--- config.mk ---
export PLATFORM = sky130hd
export DESIGN_NAME = gripper_search_grip_sequencer
export DESIGN_NICKNAME = d
export VERILOG_FILES = /design/src/sv/gss_pkg.sv /design/src/sv/gss_step.sv /design/src/sv/gripper_search_grip_sequencer.sv
export SDC_FILE = /design/constraint.sdc
export NUM_CORES = 1
export LEC_CHECK = 0
export BUFFER_PORTS_ARGS = -buffer_cell sky130_fd_sc_hd__buf_2
export CAP_MARGIN = 10
export CORE_MARGIN = 1.5
export CORE_UTILIZATION = 55
export CTS_BUF_LIST = sky130_fd_sc_hd__clkbuf_8
export DETAILED_ROUTE_END_ITERATION = 6
export GPL_TIMING_DRIVEN = 0
export PLACE_DENSITY = 0.74
export SKIP_LAST_GASP = 1
export SYNTH_ARGS = -nofsm -noshare
export SYNTH_HDL_FRONTEND = slang
export SYNTH_SLANG_ARGS = --single-unit
--- constraint.sdc ---
create_clock -name clk -period 10.1 [get_ports clk]
set_clock_uncertainty 0.2 [all_clocks]
set_input_delay 0.505 -clock clk [delete_from_list [all_inputs] [get_ports clk]]
set_output_delay 0.505 -clock clk [all_outputs]
set_load 0.01 [all_outputs]
--- src/sv/gss_pkg.sv ---
// ----------------------------------------------------------------------------
// Gripper search-and-grip sequencer package
// Shared types, phase codes, message bytes and command codes.
// ----------------------------------------------------------------------------
package gss_pkg;

    localparam int TIMER_BITS_DEF = 16;
    localparam int MAX_RES        = 6;
    localparam int CNT_W          = 3;
    localparam int DB_W           = 10;
    localparam int NUM_SW         = 3;

    typedef enum logic [3:0] {
        PH_IDLE   = 4'd0,
        PH_LOWER  = 4'd1,
        PH_HIGHER = 4'd2,
        PH_RIGHT  = 4'd3,
        PH_MID    = 4'd4,
        PH_EDGE   = 4'd5,
        PH_MOVLOW = 4'd6,
        PH_CLOSE  = 4'd7,
        PH_WAITCL = 4'd8,
        PH_DONE   = 4'd9,
        PH_FAIL   = 4'd10
    } phase_t;

    localparam logic [7:0] MSG_HIT    = 8'h20;
    localparam logic [7:0] MSG_HIGHER = 8'h21;
    localparam logic [7:0] MSG_RIGHT  = 8'h22;
    localparam logic [7:0] MSG_EDGE   = 8'h23;
    localparam logic [7:0] MSG_OK     = 8'h06;
    localparam logic [7:0] MSG_FAIL   = 8'h07;
    localparam logic [7:0] IR_UPPER   = 8'h01;
    localparam logic [7:0] IR_LOWER   = 8'h00;

    localparam logic [7:0] CMD_DONE   = 8'h00;
    localparam logic [7:0] CMD_START  = 8'h01;
    localparam logic [7:0] CMD_RESET  = 8'h03;

    localparam logic [1:0] CFG_DEBOUNCE   = 2'd0;
    localparam logic [1:0] CFG_CLOSE_WAIT = 2'd1;
    localparam logic [1:0] CFG_MAX_TRIES  = 2'd2;

    localparam logic [9:0]  DEBOUNCE_RST   = 10'd100;
    localparam logic [15:0] CLOSE_WAIT_RST = 16'd5000;
    localparam logic [3:0]  MAX_TRIES_RST  = 4'd2;

    typedef struct packed {
        logic       close_switch;
        logic       lower_limit;
        logic       central_limit;
        logic       upper_limit;
        logic       lower_ir;
        logic       upper_ir;
        logic [7:0] cmd_byte;
    } item_t;

    typedef struct packed {
        logic [3:0]  max_tries;
        logic [15:0] close_wait;
        logic [9:0]  debounce;
    } cfg_t;

    typedef struct packed {
        phase_t                       phase;
        logic                         host_done;
        logic                         upper_rep;
        logic                         lower_rep;
        logic [3:0]                   tries;
        logic [NUM_SW-1:0][DB_W-1:0]  db_cnt;
        logic [NUM_SW-1:0]            db_act;
        logic                         valve;
        logic                         led;
    } state_t;

    typedef struct packed {
        logic [MAX_RES-1:0][7:0] bytes;
        logic [CNT_W-1:0]        count;
        logic                    valve;
        logic                    led;
        phase_t                  phase;
    } record_t;

endpackage

--- src/sv/gss_step.sv ---
// ----------------------------------------------------------------------------
// Gripper sequencer step logic
// Next state, valve timer and message bytes for one tick or command.
// ----------------------------------------------------------------------------
module gss_step
    import gss_pkg::*;
#(
    parameter int TIMER_BITS = TIMER_BITS_DEF
)
(
    input  logic                  func,
    input  item_t                 item,
    input  cfg_t                  cfg,
    input  state_t                st,
    input  logic [TIMER_BITS-1:0] timer,
    output state_t                st_out,
    output logic [TIMER_BITS-1:0] timer_out,
    output record_t               rec
);

    localparam int CMP_W = (TIMER_BITS > 16) ? TIMER_BITS : 16;

    logic [TIMER_BITS-1:0] tm_inc;
    logic                  tm_ge;
    logic [NUM_SW-1:0]     limits;

    assign tm_inc = (timer == '1) ? timer : timer + 1'b1;
    assign tm_ge  = CMP_W'(tm_inc) >= CMP_W'(cfg.close_wait);
    assign limits = {item.lower_limit, item.central_limit, item.upper_limit};

    always_comb
    begin
        state_t                  ns;
        logic [TIMER_BITS-1:0]   tn;
        logic [MAX_RES-1:0][7:0] em;
        logic [CNT_W-1:0]        cnt;

        ns  = st;
        tn  = timer;
        em  = '0;
        cnt = '0;

        if (func)
        begin
            case (item.cmd_byte)
                CMD_DONE:  ns.host_done = 1'b1;
                CMD_START: ns.phase     = PH_LOWER;
                CMD_RESET: ns.phase     = PH_IDLE;
                default:   ;
            endcase
        end
        else
        begin
            tn = tm_inc;
            case (st.phase)
                PH_IDLE:
                begin
                    ns.valve     = 1'b1;
                    ns.host_done = 1'b0;
                    ns.upper_rep = 1'b0;
                    ns.lower_rep = 1'b0;
                    ns.tries     = '0;
                end
                PH_LOWER:
                begin
                    ns.led = 1'b0;
                    for (int k = 0; k < NUM_SW; k++)
                    begin
                        if (!limits[k])
                        begin
                            ns.db_act[k] = 1'b0;
                        end
                        else if (!st.db_act[k])
                        begin
                            ns.db_act[k] = 1'b1;
                            ns.db_cnt[k] = '0;
                        end
                        else
                        begin
                            if (st.db_cnt[k] != '1)
                            begin
                                ns.db_cnt[k] = st.db_cnt[k] + 1'b1;
                            end
                            if (ns.db_cnt[k] >= cfg.debounce)
                            begin
                                ns.phase = PH_HIGHER;
                                em[cnt]  = MSG_HIGHER;
                                cnt      = cnt + 1'b1;
                                em[cnt]  = 8'(k);
                                cnt      = cnt + 1'b1;
                            end
                        end
                    end
                end
                PH_HIGHER, PH_MID:
                begin
                    if (st.host_done)
                    begin
                        ns.phase     = (st.phase == PH_HIGHER) ? PH_RIGHT : PH_EDGE;
                        ns.host_done = 1'b0;
                    end
                end
                PH_RIGHT, PH_EDGE:
                begin
                    if (item.upper_ir && !st.upper_rep)
                    begin
                        ns.upper_rep = 1'b1;
                        em[cnt]      = MSG_HIT;
                        cnt          = cnt + 1'b1;
                        em[cnt]      = IR_UPPER;
                        cnt          = cnt + 1'b1;
                    end
                    if (item.lower_ir && !st.lower_rep)
                    begin
                        ns.lower_rep = 1'b1;
                        em[cnt]      = MSG_HIT;
                        cnt          = cnt + 1'b1;
                        em[cnt]      = IR_LOWER;
                        cnt          = cnt + 1'b1;
                    end
                    if (st.phase == PH_RIGHT)
                    begin
                        if (ns.upper_rep && ns.lower_rep)
                        begin
                            ns.phase     = PH_MID;
                            ns.upper_rep = 1'b0;
                            ns.lower_rep = 1'b0;
                            em[cnt]      = MSG_RIGHT;
                            cnt          = cnt + 1'b1;
                        end
                    end
                    else if (ns.upper_rep || ns.lower_rep)
                    begin
                        ns.phase = PH_MOVLOW;
                        em[cnt]  = MSG_EDGE;
                        cnt      = cnt + 1'b1;
                    end
                end
                PH_MOVLOW:
                begin
                    if (limits != '0)
                    begin
                        ns.phase = PH_FAIL;
                        em[cnt]  = MSG_FAIL;
                        cnt      = cnt + 1'b1;
                    end
                    else if (st.host_done)
                    begin
                        ns.host_done = 1'b0;
                        ns.phase     = PH_CLOSE;
                    end
                end
                PH_CLOSE:
                begin
                    if (tm_ge)
                    begin
                        ns.valve = 1'b0;
                        ns.phase = PH_WAITCL;
                        tn       = '0;
                    end
                    if (st.tries >= cfg.max_tries)
                    begin
                        ns.phase = PH_FAIL;
                        em[cnt]  = MSG_FAIL;
                        cnt      = cnt + 1'b1;
                    end
                end
                PH_WAITCL:
                begin
                    if (tm_ge)
                    begin
                        if (item.close_switch)
                        begin
                            ns.phase = PH_DONE;
                            em[cnt]  = MSG_OK;
                            cnt      = cnt + 1'b1;
                        end
                        else
                        begin
                            ns.valve = 1'b1;
                            ns.phase = PH_CLOSE;
                            tn       = '0;
                            if (st.tries != '1)
                            begin
                                ns.tries = st.tries + 1'b1;
                            end
                        end
                    end
                end
                PH_DONE, PH_FAIL:
                begin
                    ns.led = 1'b1;
                end
                default:
                begin
                    ns.phase = PH_IDLE;
                end
            endcase
        end

        st_out    = ns;
        timer_out = tn;
        rec.bytes = em;
        rec.count = cnt;
        rec.valve = ns.valve;
        rec.led   = ns.led;
        rec.phase = ns.phase;
    end

endmodule

--- src/sv/gripper_search_grip_sequencer.sv ---
// ----------------------------------------------------------------------------
// Gripper search-and-grip sequencer
// Top level: input stage, sequencer state, result record and byte serializer.
// ----------------------------------------------------------------------------
// Each input transaction is either a 1 ms tick carrying the sensor levels
// (s_tuser low) or a received host command byte (s_tuser high). A command only
// changes the phase or the host-done flag; the sequencer acts on it at the
// next tick. Every input transaction yields one to six output transactions:
// one per message byte for the host, or a single transaction with m_tuser low
// when no byte is due. m_tlast marks the last output of an input, and every
// output of an input carries the valve, LED and phase levels as they stand
// after that input. An accepted input is held in the input register, then
// the step logic updates the state and loads the result record, and the
// serializer drives the record out one byte per cycle while m_tready is
// high. The output port sets the rate, so inputs with a single result flow
// at one per cycle while m_tready is high. While a finished record still
// waits to be taken, the input register can take one more transaction; the
// input then stalls until the last output of that record leaves. The
// configuration registers are written through cfg_we, cfg_addr and
// cfg_wdata; the user must write them while the block is idle, which the
// block does not enforce itself; writes to index 3 are dropped.
module gripper_search_grip_sequencer
    import gss_pkg::*;
#(
    parameter int TIMER_BITS = TIMER_BITS_DEF
)
(
    input  logic        clk,
    input  logic        rst_n,

    input  logic        cfg_we,
    input  logic [1:0]  cfg_addr,
    input  logic [15:0] cfg_wdata,

    input  logic        s_tvalid,
    output logic        s_tready,
    // s_tdata from bit 0: cmd_byte[7:0], upper_ir, lower_ir, upper_limit,
    // central_limit, lower_limit, close_switch, two unused bits.
    input  logic [15:0] s_tdata,
    // s_tuser: func (0 tick, 1 command byte).
    input  logic        s_tuser,

    output logic        m_tvalid,
    input  logic        m_tready,
    // m_tdata from bit 0: tx_byte[7:0], valve_drive, led_on, phase[3:0],
    // two zero bits.
    output logic [15:0] m_tdata,
    // m_tuser: has_byte.
    output logic        m_tuser,
    // m_tlast: last_result.
    output logic        m_tlast
);

    cfg_t                  cfg_reg;
    logic                  in_valid_reg;
    logic                  in_func_reg;
    item_t                 in_item_reg;
    state_t                st_reg;
    state_t                st_next;
    logic [TIMER_BITS-1:0] timer_reg;
    logic [TIMER_BITS-1:0] timer_next;
    logic                  rec_valid_reg;
    record_t               rec_reg;
    record_t               rec_next;
    logic [CNT_W-1:0]      idx_reg;
    logic [CNT_W-1:0]      last_idx;
    logic                  out_take;
    logic                  rec_done;
    logic                  fire;

    // Configuration registers.
    always_ff @(posedge clk or negedge rst_n)
    begin
        if (!rst_n)
        begin
            cfg_reg.debounce   <= DEBOUNCE_RST;
            cfg_reg.close_wait <= CLOSE_WAIT_RST;
            cfg_reg.max_tries  <= MAX_TRIES_RST;
        end
        else if (cfg_we)
        begin
            case (cfg_addr)
                CFG_DEBOUNCE:   cfg_reg.debounce   <= cfg_wdata[9:0];
                CFG_CLOSE_WAIT: cfg_reg.close_wait <= cfg_wdata;
                CFG_MAX_TRIES:  cfg_reg.max_tries  <= cfg_wdata[3:0];
                default:        ;
            endcase
        end
    end

    // The serializer is done with a record when its last byte is taken.
    assign out_take = m_tvalid && m_tready;
    assign last_idx = (rec_reg.count == '0) ? '0 : rec_reg.count - 1'b1;
    assign rec_done = out_take && m_tlast;

    // The step fires when the input register holds an item and the record
    // register is free or being emptied in this cycle.
    assign fire     = in_valid_reg && (!rec_valid_reg || rec_done);
    assign s_tready = !in_valid_reg || fire;

    always_ff @(posedge clk or negedge rst_n)
    begin
        if (!rst_n)
        begin
            in_valid_reg <= 1'b0;
        end
        else if (s_tready)
        begin
            in_valid_reg <= s_tvalid;
        end
    end

    always_ff @(posedge clk)
    begin
        if (s_tready && s_tvalid)
        begin
            in_func_reg <= s_tuser;
            in_item_reg <= s_tdata[13:0];
        end
    end

    gss_step #(
        .TIMER_BITS (TIMER_BITS)
    ) u_step (
        .func      (in_func_reg),
        .item      (in_item_reg),
        .cfg       (cfg_reg),
        .st        (st_reg),
        .timer     (timer_reg),
        .st_out    (st_next),
        .timer_out (timer_next),
        .rec       (rec_next)
    );

    // Sequencer state and valve timer advance once per processed item.
    always_ff @(posedge clk or negedge rst_n)
    begin
        if (!rst_n)
        begin
            st_reg.phase     <= PH_IDLE;
            st_reg.host_done <= 1'b0;
            st_reg.upper_rep <= 1'b0;
            st_reg.lower_rep <= 1'b0;
            st_reg.tries     <= '0;
            st_reg.db_cnt    <= '0;
            st_reg.db_act    <= '0;
            st_reg.valve     <= 1'b1;
            st_reg.led       <= 1'b0;
            timer_reg        <= '1;
        end
        else if (fire)
        begin
            st_reg    <= st_next;
            timer_reg <= timer_next;
        end
    end

    // Result record and byte index.
    always_ff @(posedge clk or negedge rst_n)
    begin
        if (!rst_n)
        begin
            rec_valid_reg <= 1'b0;
            idx_reg       <= '0;
        end
        else if (fire)
        begin
            rec_valid_reg <= 1'b1;
            idx_reg       <= '0;
        end
        else if (rec_done)
        begin
            rec_valid_reg <= 1'b0;
            idx_reg       <= '0;
        end
        else if (out_take)
        begin
            idx_reg <= idx_reg + 1'b1;
        end
    end

    always_ff @(posedge clk)
    begin
        if (fire)
        begin
            rec_reg <= rec_next;
        end
    end

    assign m_tvalid = rec_valid_reg;
    assign m_tuser  = rec_reg.count != '0;
    assign m_tlast  = idx_reg == last_idx;
    assign m_tdata  = {2'b00, rec_reg.phase, rec_reg.led, rec_reg.valve,
                       rec_reg.bytes[idx_reg]};

endmodule
==> impl_summary.log, run 1 <==
INFO  metric timing.critical_path.arrival = 5.06 ns
INFO  metric final_common_cell = sky130_fd_sc_hd__nand2_1
INFO  metric post_synth_instance_area = 0.00873 mm²
INFO  metric layout.filler_cells = 1319
INFO  metric class_of_the_tightest_hold_or_removal_check = input pin to register
INFO  metric setup_viol = 0
INFO  metric die_area = 0.0166 mm²
INFO  metric ir_drop_worst_case_vdd = 0.0989 mV
INFO  metric fp.dieW = 129 µm
INFO  metric power.static_leakage = 4.38 nW
INFO  metric synthesis.instances = 933
INFO  metric setup_ws = 5.15 ns
INFO  metric hpwl = 14600 µm
INFO  metric final_antenna_net_count = 0
INFO  metric cts-buffers-inserted = 17
INFO  metric postCtsSetupBuffers = 0
INFO  metric synth.avg_cell_area = 9.36 µm²
INFO  metric clkSlewWorstSetupHoldPaths = 0.08 ns
INFO  metric buffer_ports.inserted = 50
INFO  metric first_global_vias = 6883
INFO  metric totalNegativeSetupSlack = 0 ns
INFO  metric synthArstFlopShare = 0.713
INFO  metric finalNetCount = 1128
INFO  metric yosysSeqAreaShare = 0.416
INFO  metric period_minus_slack = 4.95 ns
INFO  metric slew-limit-headroom = 0.312
INFO  metric io-pin-count = 60
INFO  metric finalWeightedCongestion = 0.904
INFO  metric setup.worst_path.start_class = register
INFO  metric final_layout_size_suffix_gt1_frac = 0.175
INFO  metric largest_register_ffs = 46
INFO  metric placementRows = 45
INFO  metric worst-setup-path-type = register to register
INFO  metric drtIter0Drc = 578
INFO  metric final_min_period_over_clock_period = 0.490
INFO  metric h-tree-depth = 4
INFO  metric ys_warn_count = 0
INFO  metric routed_wire_length_per_instance = 16.1 µm
INFO  metric post_synth_num_cell_types = 76
INFO  metric timing.final.max_slew_violations = 0
INFO  metric pin_count_of_the_biggest_net_entering_global_routing = 71
INFO  metric worstSkewPairLatency = 0.46 ns
INFO  metric design.core.area = 0.0154 mm²
INFO  metric cts_hold_repair_buffers = 9
INFO  metric power-per-cell-area = 189 mW/mm²
INFO  metric ctsLongestPathBuffers = 2
INFO  metric die_height = 129 µm
INFO  metric cts_repair_resizes = 0
INFO  metric gr-usage-all-layers = 0.258
INFO  metric num_vias = 7128
INFO  metric drtPass1Iterations = 6
INFO  metric finalWirelength = 20000 µm
INFO  metric antenna_found_initial = 0
INFO  metric grt-ovfl-total = 0
INFO  metric result_of_the_run = finished, final reports clean
INFO  metric synth_enable_flop_cells = 39
INFO  metric maximum_clock_frequency = 202 MHz
INFO  metric timing_worst_slew_pin_value = 1.03 ns
INFO  metric clockRootBuffer = sky130_fd_sc_hd__clkbuf_8
INFO  metric cp_max_fo = 6
INFO  metric flow.area_growth_from_synthesis = 13.2%
INFO  metric clock-sinks = 136
INFO  metric grt_first_pass_wirelength = 33500 µm
INFO  metric critPathCaptureType = register
INFO  metric drc = 0
INFO  metric grt_setup_unrepaired = no
INFO  metric floorplan.initialDensity = 0.568
INFO  metric finalHoldViolations = 0
INFO  metric tritoncts_clock_tree = yes
INFO  metric vias_per_cell = 5.73
INFO  metric flop_and_latch_count_out_of_synthesis = 136
INFO  metric antenna-diode-count = 0
INFO  metric max-cap-violations = 0
INFO  metric final_cell_mix = sky130_fd_sc_hd__nand2_1, sky130_fd_sc_hd__o21ai_0, sky130_fd_sc_hd__dfrtp_1
INFO  metric synthFlopType = sky130_fd_sc_hd__dfrtp_1
INFO  metric pre_cts_ws = 5.22 ns
INFO  metric cp_data_required_time = 10.20 ns
metal layers:
layer,wire [µm],up-vias,GRT usage
met2,9400,178,0.425
met1,9130,3392,0.331
li1,-,3519,-
met3,1020,39,0.0611
met5,0,-,0
met4,502,0,0.104
worst max-delay path, cell delays in order (launching register included):
cell,delay (ns)
sky130_fd_sc_hd__dfrtp_1,0.44
sky130_fd_sc_hd__ha_1,0.29
sky130_fd_sc_hd__and3_1,0.26
sky130_fd_sc_hd__nand4_1,0.27
sky130_fd_sc_hd__and3_1,0.28
sky130_fd_sc_hd__clkbuf_1,0.16
sky130_fd_sc_hd__nand3_1,0.15
sky130_fd_sc_hd__xnor2_1,0.13
sky130_fd_sc_hd__ha_1,0.25
sky130_fd_sc_hd__and4_1,0.22
sky130_fd_sc_hd__nand2_1,0.06
sky130_fd_sc_hd__a21oi_1,0.04
sky130_fd_sc_hd__a211o_1,0.36
sky130_fd_sc_hd__ha_1,0.32
sky130_fd_sc_hd__a22o_1,0.22
sky130_fd_sc_hd__a21oi_1,0.39
sky130_fd_sc_hd__ha_1,0.32
sky130_fd_sc_hd__mux2i_1,0.18
sky130_fd_sc_hd__a22oi_1,0.10
sky130_fd_sc_hd__nor2_1,0.16
path summary, 6_finish.rpt:
| check | startpoint | to | slack (ns) | cells after the start |
|---|---|---|---|---|
| hold / removal | s_tdata[8] | in_item_reg[8] | 0.02 | 1 |
| max in group asynchronous | rst_n | st_reg[1] | 8.69 | 3 |
| hold reg to reg | st_reg[0] | st_reg[0] | 0.31 | 2 |
| setup / recovery | st_reg[15] | rec_reg[8] | 5.15 | 19 |
| min in group asynchronous | rst_n | st_reg[16] | 0.30 | 2 |
| setup reg to reg | st_reg[15] | rec_reg[8] | 5.15 | 19 |
cell type report:
class,instances,area [µm²],share of cell area
buffer,44,268,0.0271
clock inverter,15,248,0.0251
timing repair buffer,62,390,0.0395
sequential,136,3630,0.367
inverter,63,236,0.0239
clock buffer,17,234,0.0237
tap,211,264,0.0267
multi-input combinational,695,4620,0.467
Yosys cell counts (all sizes together), types with 4 or more instances:
cell type / instances / share of area
a21oi: 55 / 0.032
nand4: 15 / 0.011
o21ai: 77 / 0.045
clkbuf: 20 / 0.011
o31ai: 8 / 0.0069
or3: 8 / 0.0057
o22ai: 4 / 0.0029
nand3: 46 / 0.028
mux2: 28 / 0.036
and4: 7 / 0.0070
o21a: 8 / 0.0069
or2: 4 / 0.0029
nand2b: 18 / 0.013
xnor2: 14 / 0.014
ha: 69 / 0.099
mux2i: 10 / 0.011
nor3: 23 / 0.016
and3: 12 / 0.0086
a21o: 5 / 0.0043
nor3b: 4 / 0.0040
inv: 61 / 0.026
dfstp: 26 / 0.078
a211oi: 10 / 0.010
dfrtp: 71 / 0.20
and2: 8 / 0.0057
buf: 24 / 0.019
nand2: 116 / 0.050
xor2: 14 / 0.015
a22o: 10 / 0.010
edfxtp: 39 / 0.13
a31oi: 16 / 0.011
nor2: 55 / 0.024
a211o: 5 / 0.0050
metrics by stage:
| stage | cell area [µm²] | total power (W) | std cells | util | hold slack (ns) |
|---|---|---|---|---|---|
| after floorplan | 8750 | 0.00116 | 938 | - | 0.00941 |
| after CTS | 9870 | 0.00188 | 1241 | 0.642 | 0.00100 |
| after detailed placement | 9300 | 0.00133 | 1200 | 0.605 | 0.264 |
| after global placement | 9270 | 0.00131 | 1199 | 0.603 | 0.285 |
| final | 9890 | 0.00187 | 1243 | 0.643 | 0.0214 |
| after global routing | 9890 | 0.00199 | 1243 | 0.643 | 0.000132 |
cells by family (layout without fill, tap and decap cells):
| family | after synthesis | after routing | synth area share |
|---|---|---|---|
| and+or+nand+nor | 327 | 327 | 0.184 |
| DFF | 136 | 136 | 0.416 |
| other | 1 | 6 | 0.000429 |
| muxes | 39 | 39 | 0.0501 |
| xor gates and xnor gates | 28 | 28 | 0.0289 |
| buffers and inverters | 107 | 201 | 0.0577 |
| adders and majority gates | 70 | 70 | 0.100 |
| AOI/OAI and AO/OA | 225 | 225 | 0.164 |
where the power goes:
| group | switching (W) | total [W] | leakage (nW) | internal, W |
|---|---|---|---|---|
| Combinational | 0.000359 | 0.000588 | 2.59 | 0.000229 |
| Sequential | 0.0000603 | 0.000734 | 1.55 | 0.000674 |
| Clock | 0.000228 | 0.000549 | 0.240 | 0.000320 |
| Total | 0.000648 | 0.00187 | 4.38 | 0.00122 |
Note: power is estimated with default switching activity, not from simulation.
==> run 2, diff against run 1 <==
Settings changed: PLACE_DENSITY 0.74 to 0.76.
Clock period 10.1 ns to 4.2 ns, I/O delays scaled along.
==> impl_summary.log, run 2 (same netlist as run 1, synthesis figures left out) <==
INFO  metric floorplan.initialDensity = 0.568 (unchanged)
INFO  metric largest_register_ffs = 46 (unchanged)
INFO  metric setup_viol = 0 (unchanged)
INFO  metric clockRootBuffer = sky130_fd_sc_hd__clkbuf_8 (unchanged)
INFO  metric setup.worst_path.start_class = register (unchanged)
INFO  metric ir_drop_worst_case_vdd = 0.271 mV (was 0.0989 mV)
INFO  metric clock-sinks = 136 (unchanged)
INFO  metric result_of_the_run = finished, final reports clean (unchanged)
INFO  metric final_antenna_net_count = 0 (unchanged)
INFO  metric critPathCaptureType = register (unchanged)
INFO  metric timing_worst_slew_pin_value = 0.819 ns (was 1.03 ns)
INFO  metric die_area = 0.0166 mm² (unchanged)
INFO  metric final_layout_size_suffix_gt1_frac = 0.252 (was 0.175)
INFO  metric design.core.area = 0.0154 mm² (unchanged)
INFO  metric first_global_vias = 7068 (was 6883)
INFO  metric antenna-diode-count = 0 (unchanged)
INFO  metric class_of_the_tightest_hold_or_removal_check = input pin to async pin (was input pin to register)
INFO  metric pin_count_of_the_biggest_net_entering_global_routing = 67 (was 71)
INFO  metric multi_input_area = 0.00495 mm² (was 0.00462 mm²)
INFO  metric cp_data_required_time = 4.20 ns (was 10.20 ns)
INFO  metric gr-usage-all-layers = 0.265 (was 0.258)
INFO  metric antenna_found_initial = 0 (unchanged)
INFO  metric worstSkewPairLatency = 0.47 ns (was 0.46 ns)
INFO  metric drtIter0Drc = 656 (was 578)
INFO  metric clkSlewWorstSetupHoldPaths = 0.09 ns (was 0.08 ns)
INFO  metric grt_setup_unrepaired = yes (was no)
INFO  metric finalWeightedCongestion = 0.920 (was 0.904)
INFO  metric placementRows = 45 (unchanged)
INFO  metric timing.final.max_slew_violations = 0 (unchanged)
INFO  metric finalHoldViolations = 0 (unchanged)
INFO  metric final_min_period_over_clock_period = 0.988 (was 0.490)
INFO  metric fp.dieW = 129 µm (unchanged)
INFO  metric cp_max_fo = 5 (was 6)
INFO  metric worst-setup-path-type = register to register (unchanged)
INFO  metric power-per-cell-area = 411 mW/mm² (was 189 mW/mm²)
INFO  metric slew-limit-headroom = 0.449 (was 0.312)
INFO  metric final_cell_mix = sky130_fd_sc_hd__nand2_1, sky130_fd_sc_hd__dfrtp_1, sky130_fd_sc_hd__o21ai_0 (was sky130_fd_sc_hd__nand2_1, sky130_fd_sc_hd__o21ai_0, sky130_fd_sc_hd__dfrtp_1)
INFO  metric max-cap-violations = 0 (unchanged)
INFO  metric layout.filler_cells = 1163 (was 1319)
INFO  metric routed_wire_length_per_instance = 16.5 µm (was 16.1 µm)
INFO  metric io-pin-count = 60 (unchanged)
INFO  metric h-tree-depth = 4 (unchanged)
INFO  metric ctsLongestPathBuffers = 2 (unchanged)
INFO  metric fin_worst_hold_slack = 0.0364 ns (was 0.0214 ns)
INFO  metric hpwl = 14700 µm (was 14600 µm)
INFO  metric die_height = 129 µm (unchanged)
INFO  metric flow.area_growth_from_synthesis = 22.9% (was 13.2%)
INFO  metric finalWirelength = 21700 µm (was 20000 µm)
INFO  metric power.static_leakage = 4.78 nW (was 4.38 nW)
INFO  metric grt_first_pass_wirelength = 34500 µm (was 33500 µm)
INFO  metric cts-buffers-inserted = 17 (unchanged)
INFO  metric vias_per_cell = 5.71 (was 5.73)
INFO  metric num_vias = 7496 (was 7128)
INFO  metric totalNegativeSetupSlack = 0 ns (unchanged)
INFO  metric grt-ovfl-total = 0 (unchanged)
INFO  metric final_common_cell = sky130_fd_sc_hd__nand2_1 (unchanged)
INFO  metric finalNetCount = 1197 (was 1128)
INFO  metric tritoncts_clock_tree = yes (unchanged)
INFO  metric period_minus_slack = 4.15 ns (was 4.95 ns)
INFO  metric ff_latch_area = 0.00364 mm² (was 0.00363 mm²)
INFO  metric buffer_ports.inserted = 50 (unchanged)
INFO  metric drtPass1Iterations = 5 (was 6)
INFO  metric drc = 0 (unchanged)
INFO  metric timing.critical_path.arrival = 4.15 ns (was 5.06 ns)
INFO  metric maximum_clock_frequency = 241 MHz (was 202 MHz)
## run 2: path summary, 6_finish.rpt
kind                                    from           end  slack (ns)  cells past startpoint
worst max-delay path            timer_reg[6]   m_tdata[11]        0.05                     14
worst min-delay path                   rst_n    st_reg[18]        0.04                      2
worst max register to register  timer_reg[6]   m_tdata[11]        0.05                     14
worst min register to register   cfg_reg[23]   cfg_reg[23]        0.31                      1
max in group asynchronous              rst_n  timer_reg[5]        3.04                      3
min in group clk                      cfg_we   cfg_reg[29]        0.08                      3
## run 2: metrics by stage
step / area, µm² / std cells / util / worst slack, ns / total power (W)
detailed placement: 9300 / 1200 / 0.605 / -0.478 / 0.00318
global placement: 9270 / 1199 / 0.603 / -0.453 / 0.00313
finish: 10700 / 1312 / 0.699 / 0.0494 / 0.00442
global route: 10700 / 1312 / 0.699 / -0.0819 / 0.00469
CTS: 10300 / 1282 / 0.669 / 0.00519 / 0.00435
floorplan: 8760 / 938 / - / 0.0216 / 0.00278
## run 2: repair_timing
item	4_1_cts	5_1_grt
resized for setup	27	51
hold buffers	37	2
setup buffers	16	27
endpoints found under the hold margin	119	1
setup endpoints to repair	39	24
pin swaps	5	30
## run 2: final cells by class
| cell class | instances | share of cell area |
|---|---|---|
| Multi-Input combinational cell | 695 | 0.461 |
| Sequential cell | 136 | 0.339 |
| Timing Repair Buffer | 134 | 0.0930 |
| Tap cell | 211 | 0.0246 |
| Buffer | 41 | 0.0238 |
| Clock buffer | 18 | 0.0231 |
| Inverter | 63 | 0.0220 |
| Clock inverter | 14 | 0.0137 |
## run 2: report_power, final
part	leakage (nW)	internal, W	total, W	switching [W]
Clock	0.199	0.000547	0.00111	0.000567
Sequential	1.54	0.00162	0.00177	0.000146
Combinational	3.03	0.000621	0.00154	0.000915
Total	4.78	0.00279	0.00442	0.00163
## run 2: critical path: stages (launching register included)
cell,delay [ns]
sky130_fd_sc_hd__dfstp_2,0.54
sky130_fd_sc_hd__and4_4,0.27
sky130_fd_sc_hd__nand2_4,0.08
sky130_fd_sc_hd__or3_4,0.36
sky130_fd_sc_hd__and2_1,0.18
sky130_fd_sc_hd__and3_4,0.20
sky130_fd_sc_hd__xor2_2,0.15
sky130_fd_sc_hd__ha_1,0.33
sky130_fd_sc_hd__a211oi_2,0.22
sky130_fd_sc_hd__o21ai_1,0.09
sky130_fd_sc_hd__a21oi_2,0.15
sky130_fd_sc_hd__o21a_1,0.20
sky130_fd_sc_hd__or3_4,0.16
sky130_fd_sc_hd__or3b_4,0.38
sky130_fd_sc_hd__a221o_1,0.37
## run 2: routing by layer
metal / routed length, µm / GRT usage / up-vias / part of all wire
li1: - / - / 3639 / -
met1: 9490 / 0.343 / 3581 / 0.44
met2: 10600 / 0.450 / 240 / 0.49
met3: 1230 / 0.0450 / 36 / 0.057
met4: 384 / 0.0939 / 0 / 0.018
met5: 0 / 0 / - / 0
==> run 3, diff against run 2 <==
Settings changed: CORE_ASPECT_RATIO set to 0.8.
==> impl_summary.log, run 3 (same netlist as run 1, synthesis figures left out) <==
INFO  metric buffer_ports.inserted = 50 (unchanged)
INFO  metric critical_path.reg2reg.endpoint = rec_reg[8] (was m_tdata[11])
INFO  metric final_antenna_net_count = 0 (unchanged)
INFO  metric result_of_the_run = complete, but fails checks (was finished, final reports clean)
INFO  metric timing.reg2reg.setup_slack = 0.03 ns (was 0.05 ns)
INFO  metric final_core_utilization = 0.706 (was 0.699)
INFO  metric global_route.usage.met2 = 0.422 (was 0.450)
INFO  metric power.static_leakage = 4.78 nW (about the same)
INFO  metric hpwl = 14900 µm (was 14700 µm)
INFO  metric finalWeightedCongestion = 0.934 (was 0.920)
INFO  metric clock-sinks = 136 (unchanged)
INFO  metric multi_input_area = 0.00496 mm² (was 0.00495 mm²)
INFO  metric cpLargestDelayFamily = compound AO/OA/AOI/OAI gates (was simple AND/OR/NAND/NOR gates)
INFO  metric grt-busiest-layer = met2 (unchanged)
INFO  metric clock_power_share = 0.257 (was 0.252)
INFO  metric tritoncts_clock_tree = yes (unchanged)
INFO  metric critPathCaptureType = register (unchanged)
INFO  metric sequentialPowerShare = 0.392 (was 0.400)
INFO  metric fin_worst_hold_slack = 0.0511 ns (was 0.0364 ns)
INFO  metric ir_drop_worst_case_vdd = 0.218 mV (was 0.271 mV)
INFO  metric ctsLongestPathBuffers = 2 (unchanged)
INFO  metric grt.met3_usage = 0.0562 (was 0.0450)
INFO  metric worstSkewPairLatency = 0.47 ns (about the same)
INFO  metric floorplan.initialDensity = 0.572 (was 0.568)
INFO  metric period_minus_slack = 4.17 ns (was 4.15 ns)
INFO  metric switching_share = 0.373 (was 0.368)
INFO  metric vias_per_cell = 5.76 (was 5.71)
INFO  metric timing.critical_path.arrival = 4.29 ns (was 4.15 ns)
INFO  metric class_of_the_tightest_hold_or_removal_check = input pin to register (was input pin to async pin)
INFO  metric h-tree-depth = 4 (unchanged)
INFO  metric ff_latch_area = 0.00364 mm² (unchanged)
INFO  metric min_delay_path_depth = 3
INFO  metric hold_end = cfg_reg[28]
INFO  metric cts-buffers-inserted = 17 (unchanged)
INFO  metric hold_start = cfg_we
INFO  metric timing.rr.start = st_reg[16] (was timer_reg[6])
INFO  metric placementRows = 40 (was 45)
INFO  metric grt_first_pass_wirelength = 35000 µm (was 34500 µm)
INFO  metric final_cell_mix = sky130_fd_sc_hd__nand2_1, sky130_fd_sc_hd__o21ai_0, sky130_fd_sc_hd__dfrtp_1 (was sky130_fd_sc_hd__nand2_1, sky130_fd_sc_hd__dfrtp_1, sky130_fd_sc_hd__o21ai_0)
INFO  metric die_area = 0.0167 mm² (was 0.0166 mm²)
INFO  metric grt-ovfl-total = 0 (unchanged)
INFO  metric final_min_period_over_clock_period = 0.993 (was 0.988)
INFO  metric largest_register_ffs = 46 (unchanged)
INFO  metric routed_wire_length_per_instance = 17.1 µm (was 16.5 µm)
INFO  metric max-cap-violations = 0 (unchanged)
INFO  metric maximum_clock_frequency = 240 MHz (was 241 MHz)
INFO  metric worst-setup-path-type = register to register (unchanged)
INFO  metric drtIter0Drc = 671 (was 656)
INFO  metric timing_worst_slew_pin_value = 1.08 ns (was 0.819 ns)
INFO  metric antenna_found_initial = 0 (unchanged)
INFO  metric io-pin-count = 60 (unchanged)
INFO  metric pwr-share-comb = 0.351 (was 0.348)
INFO  metric flow.area_growth_from_synthesis = 23.4% (was 22.9%)
INFO  metric violations_in_the_final_reports = DRC
INFO  metric worst-r2r-cell-count = 17 (was 14)
INFO  metric critPathSlowestCell = sky130_fd_sc_hd__dfrtp_1 (was sky130_fd_sc_hd__dfstp_2)
INFO  metric final_common_cell = sky130_fd_sc_hd__nand2_1 (unchanged)
INFO  metric cp_data_required_time = 4.32 ns (was 4.20 ns)
INFO  metric power.internal = 0.00284 W (was 0.00279 W)
INFO  metric drtPass1Iterations = 7 (was 5)
INFO  metric layout.filler_cells = 1119 (was 1163)
INFO  metric groute.layer.met1.usage = 0.382 (was 0.343)
INFO  metric fp.dieW = 144 µm (was 129 µm)
INFO  metric setup_viol = 0 (unchanged)
INFO  metric finalNetCount = 1196 (was 1197)
INFO  metric setup.worst_path.start_class = register (unchanged)
INFO  metric first_global_vias = 6977 (was 7068)
INFO  metric pin_count_of_the_biggest_net_entering_global_routing = 52 (was 67)
INFO  metric finalWirelength = 22300 µm (was 21700 µm)
INFO  metric cp_max_fo = 4 (was 5)
INFO  metric final_layout_size_suffix_gt1_frac = 0.253 (was 0.252)
INFO  metric power_switching = 0.00169 W (was 0.00163 W)
INFO  metric antenna-diode-count = 0 (unchanged)
INFO  metric timing.final.max_slew_violations = 0 (unchanged)
INFO  metric power-per-cell-area = 420 mW/mm² (was 411 mW/mm²)
INFO  metric clkSlewWorstSetupHoldPaths = 0.10 ns (was 0.09 ns)
INFO  metric finalHoldViolations = 0 (unchanged)
INFO  metric slew-limit-headroom = 0.276 (was 0.449)
INFO  metric clockRootBuffer = sky130_fd_sc_hd__clkbuf_8 (unchanged)
INFO  metric gr-usage-all-layers = 0.272 (was 0.265)
INFO  metric cp_num_buf_inv = 1 (was 0)
INFO  metric drc = 7 (was 0)
INFO  metric num_vias = 7545 (was 7496)
INFO  metric critical_path.max_stage_delay = 0.42 ns (was 0.54 ns)
INFO  metric grt_setup_unrepaired = yes (unchanged)
INFO  metric die_height = 116 µm (was 129 µm)
INFO  metric design.core.area = 0.0153 mm² (was 0.0154 mm²)
INFO  metric timing.critical_path.cells = ha_4 > and3_4 > and4_4 > nor2_4 > buf_4 > xor2_2 > ha_1 > a21oi_2 > a21oi_2 > a211o_1 > ha_1 > a22o_1 > a21oi_4 > ha_4 > mux2i_1 > a22oi_1 > nor2_1 (was and4_4 > nand2_4 > or3_4 > and2_1 > and3_4 > xor2_2 > ha_1 > a211oi_2 > o21ai_1 > a21oi_2 > o21a_1 > or3_4 > or3b_4 > a221o_1)
run 3: changes by cell type in the layout (fill, tap and decap cells not counted), sizes merged:
cell | before | now
dlygate4sd3 | 39 | 41
clkbuf | 37 | 38
clkinvlp | 3 | 2
clkinv | 4 | 6
inv | 68 | 66
buf | 117 | 114
run 3: repair_timing:
action                     4_1_cts  5_1_grt
hold buffers                    41        0
pin swaps                       10       34
setup buffers                   15       26
resized for setup               34       48
setup endpoints to repair       36       27
hold endpoints to repair        98        0
run 3: power by group through the flow:
stage          sequential [W]  combinational, W  clock, W
2_1_floorplan         0.00175           0.00104         0
3_3_place_gp          0.00179           0.00136         0
3_5_place_dp          0.00179           0.00140         0
4_1_cts               0.00176           0.00147   0.00118
5_1_grt               0.00180           0.00176   0.00125
6_report              0.00178           0.00159   0.00116
run 3: metrics by stage:
step / instance area [µm²] / cells / TNS [ns] / worst slack [ns] / total power (W)
after floorplan: 8760 / 938 / 0 / 0.0216 / 0.00278
after global placement: 9270 / 1198 / -7.49 / -0.475 / 0.00314
after detailed placement: 9300 / 1199 / -9.41 / -0.554 / 0.00320
after CTS: 10400 / 1284 / 0 / 0.00608 / 0.00441
after global routing: 10800 / 1310 / -0.195 / -0.0655 / 0.00480
final: 10800 / 1310 / 0 / 0.0306 / 0.00453
run 3: layout make-up:
type | instances | share of cell area
tap | 210 | 0.0244
multi-input combinational | 695 | 0.460
clock buffer | 19 | 0.0243
inverter | 63 | 0.0219
timing repair buffer | 133 | 0.0930
buffer | 41 | 0.0239
clock inverter | 13 | 0.0150
sequential | 136 | 0.337
run 3: how the worst max path moves through the flow:
| stage | from | endpoint | slack, ns | cells after the start |
|---|---|---|---|---|
| after floorplan | st_reg[15] | rec_reg[17] | 0.02 | 19 |
| after global placement | st_reg[15] | rec_reg[14] | -0.48 | 19 |
| after detailed placement | st_reg[15] | rec_reg[14] | -0.55 | 19 |
| after CTS | timer_reg[6] | m_tdata[11] | 0.006 | 13 |
| after global routing | st_reg[16] | rec_reg[8] | -0.07 | 17 |
| final | st_reg[16] | rec_reg[8] | 0.03 | 17 |
run 3: layer usage:
layer	vias up	wire, µm
li1	3648	-
met1	3601	10200
met2	264	10400
met3	32	1480
met4	0	321
met5	-	0
run 3: worst register-to-register path: stages (launching register included):
cell	delay (ns)
sky130_fd_sc_hd__dfrtp_1	0.42
sky130_fd_sc_hd__ha_4	0.17
sky130_fd_sc_hd__and3_4	0.21
sky130_fd_sc_hd__and4_4	0.28
sky130_fd_sc_hd__nor2_4	0.05
sky130_fd_sc_hd__buf_4	0.15
sky130_fd_sc_hd__xor2_2	0.14
sky130_fd_sc_hd__ha_1	0.34
sky130_fd_sc_hd__a21oi_2	0.18
sky130_fd_sc_hd__a21oi_2	0.07
sky130_fd_sc_hd__a211o_1	0.32
sky130_fd_sc_hd__ha_1	0.30
sky130_fd_sc_hd__a22o_1	0.23
sky130_fd_sc_hd__a21oi_4	0.24
sky130_fd_sc_hd__ha_4	0.25
sky130_fd_sc_hd__mux2i_1	0.17
sky130_fd_sc_hd__a22oi_1	0.12
sky130_fd_sc_hd__nor2_1	0.18
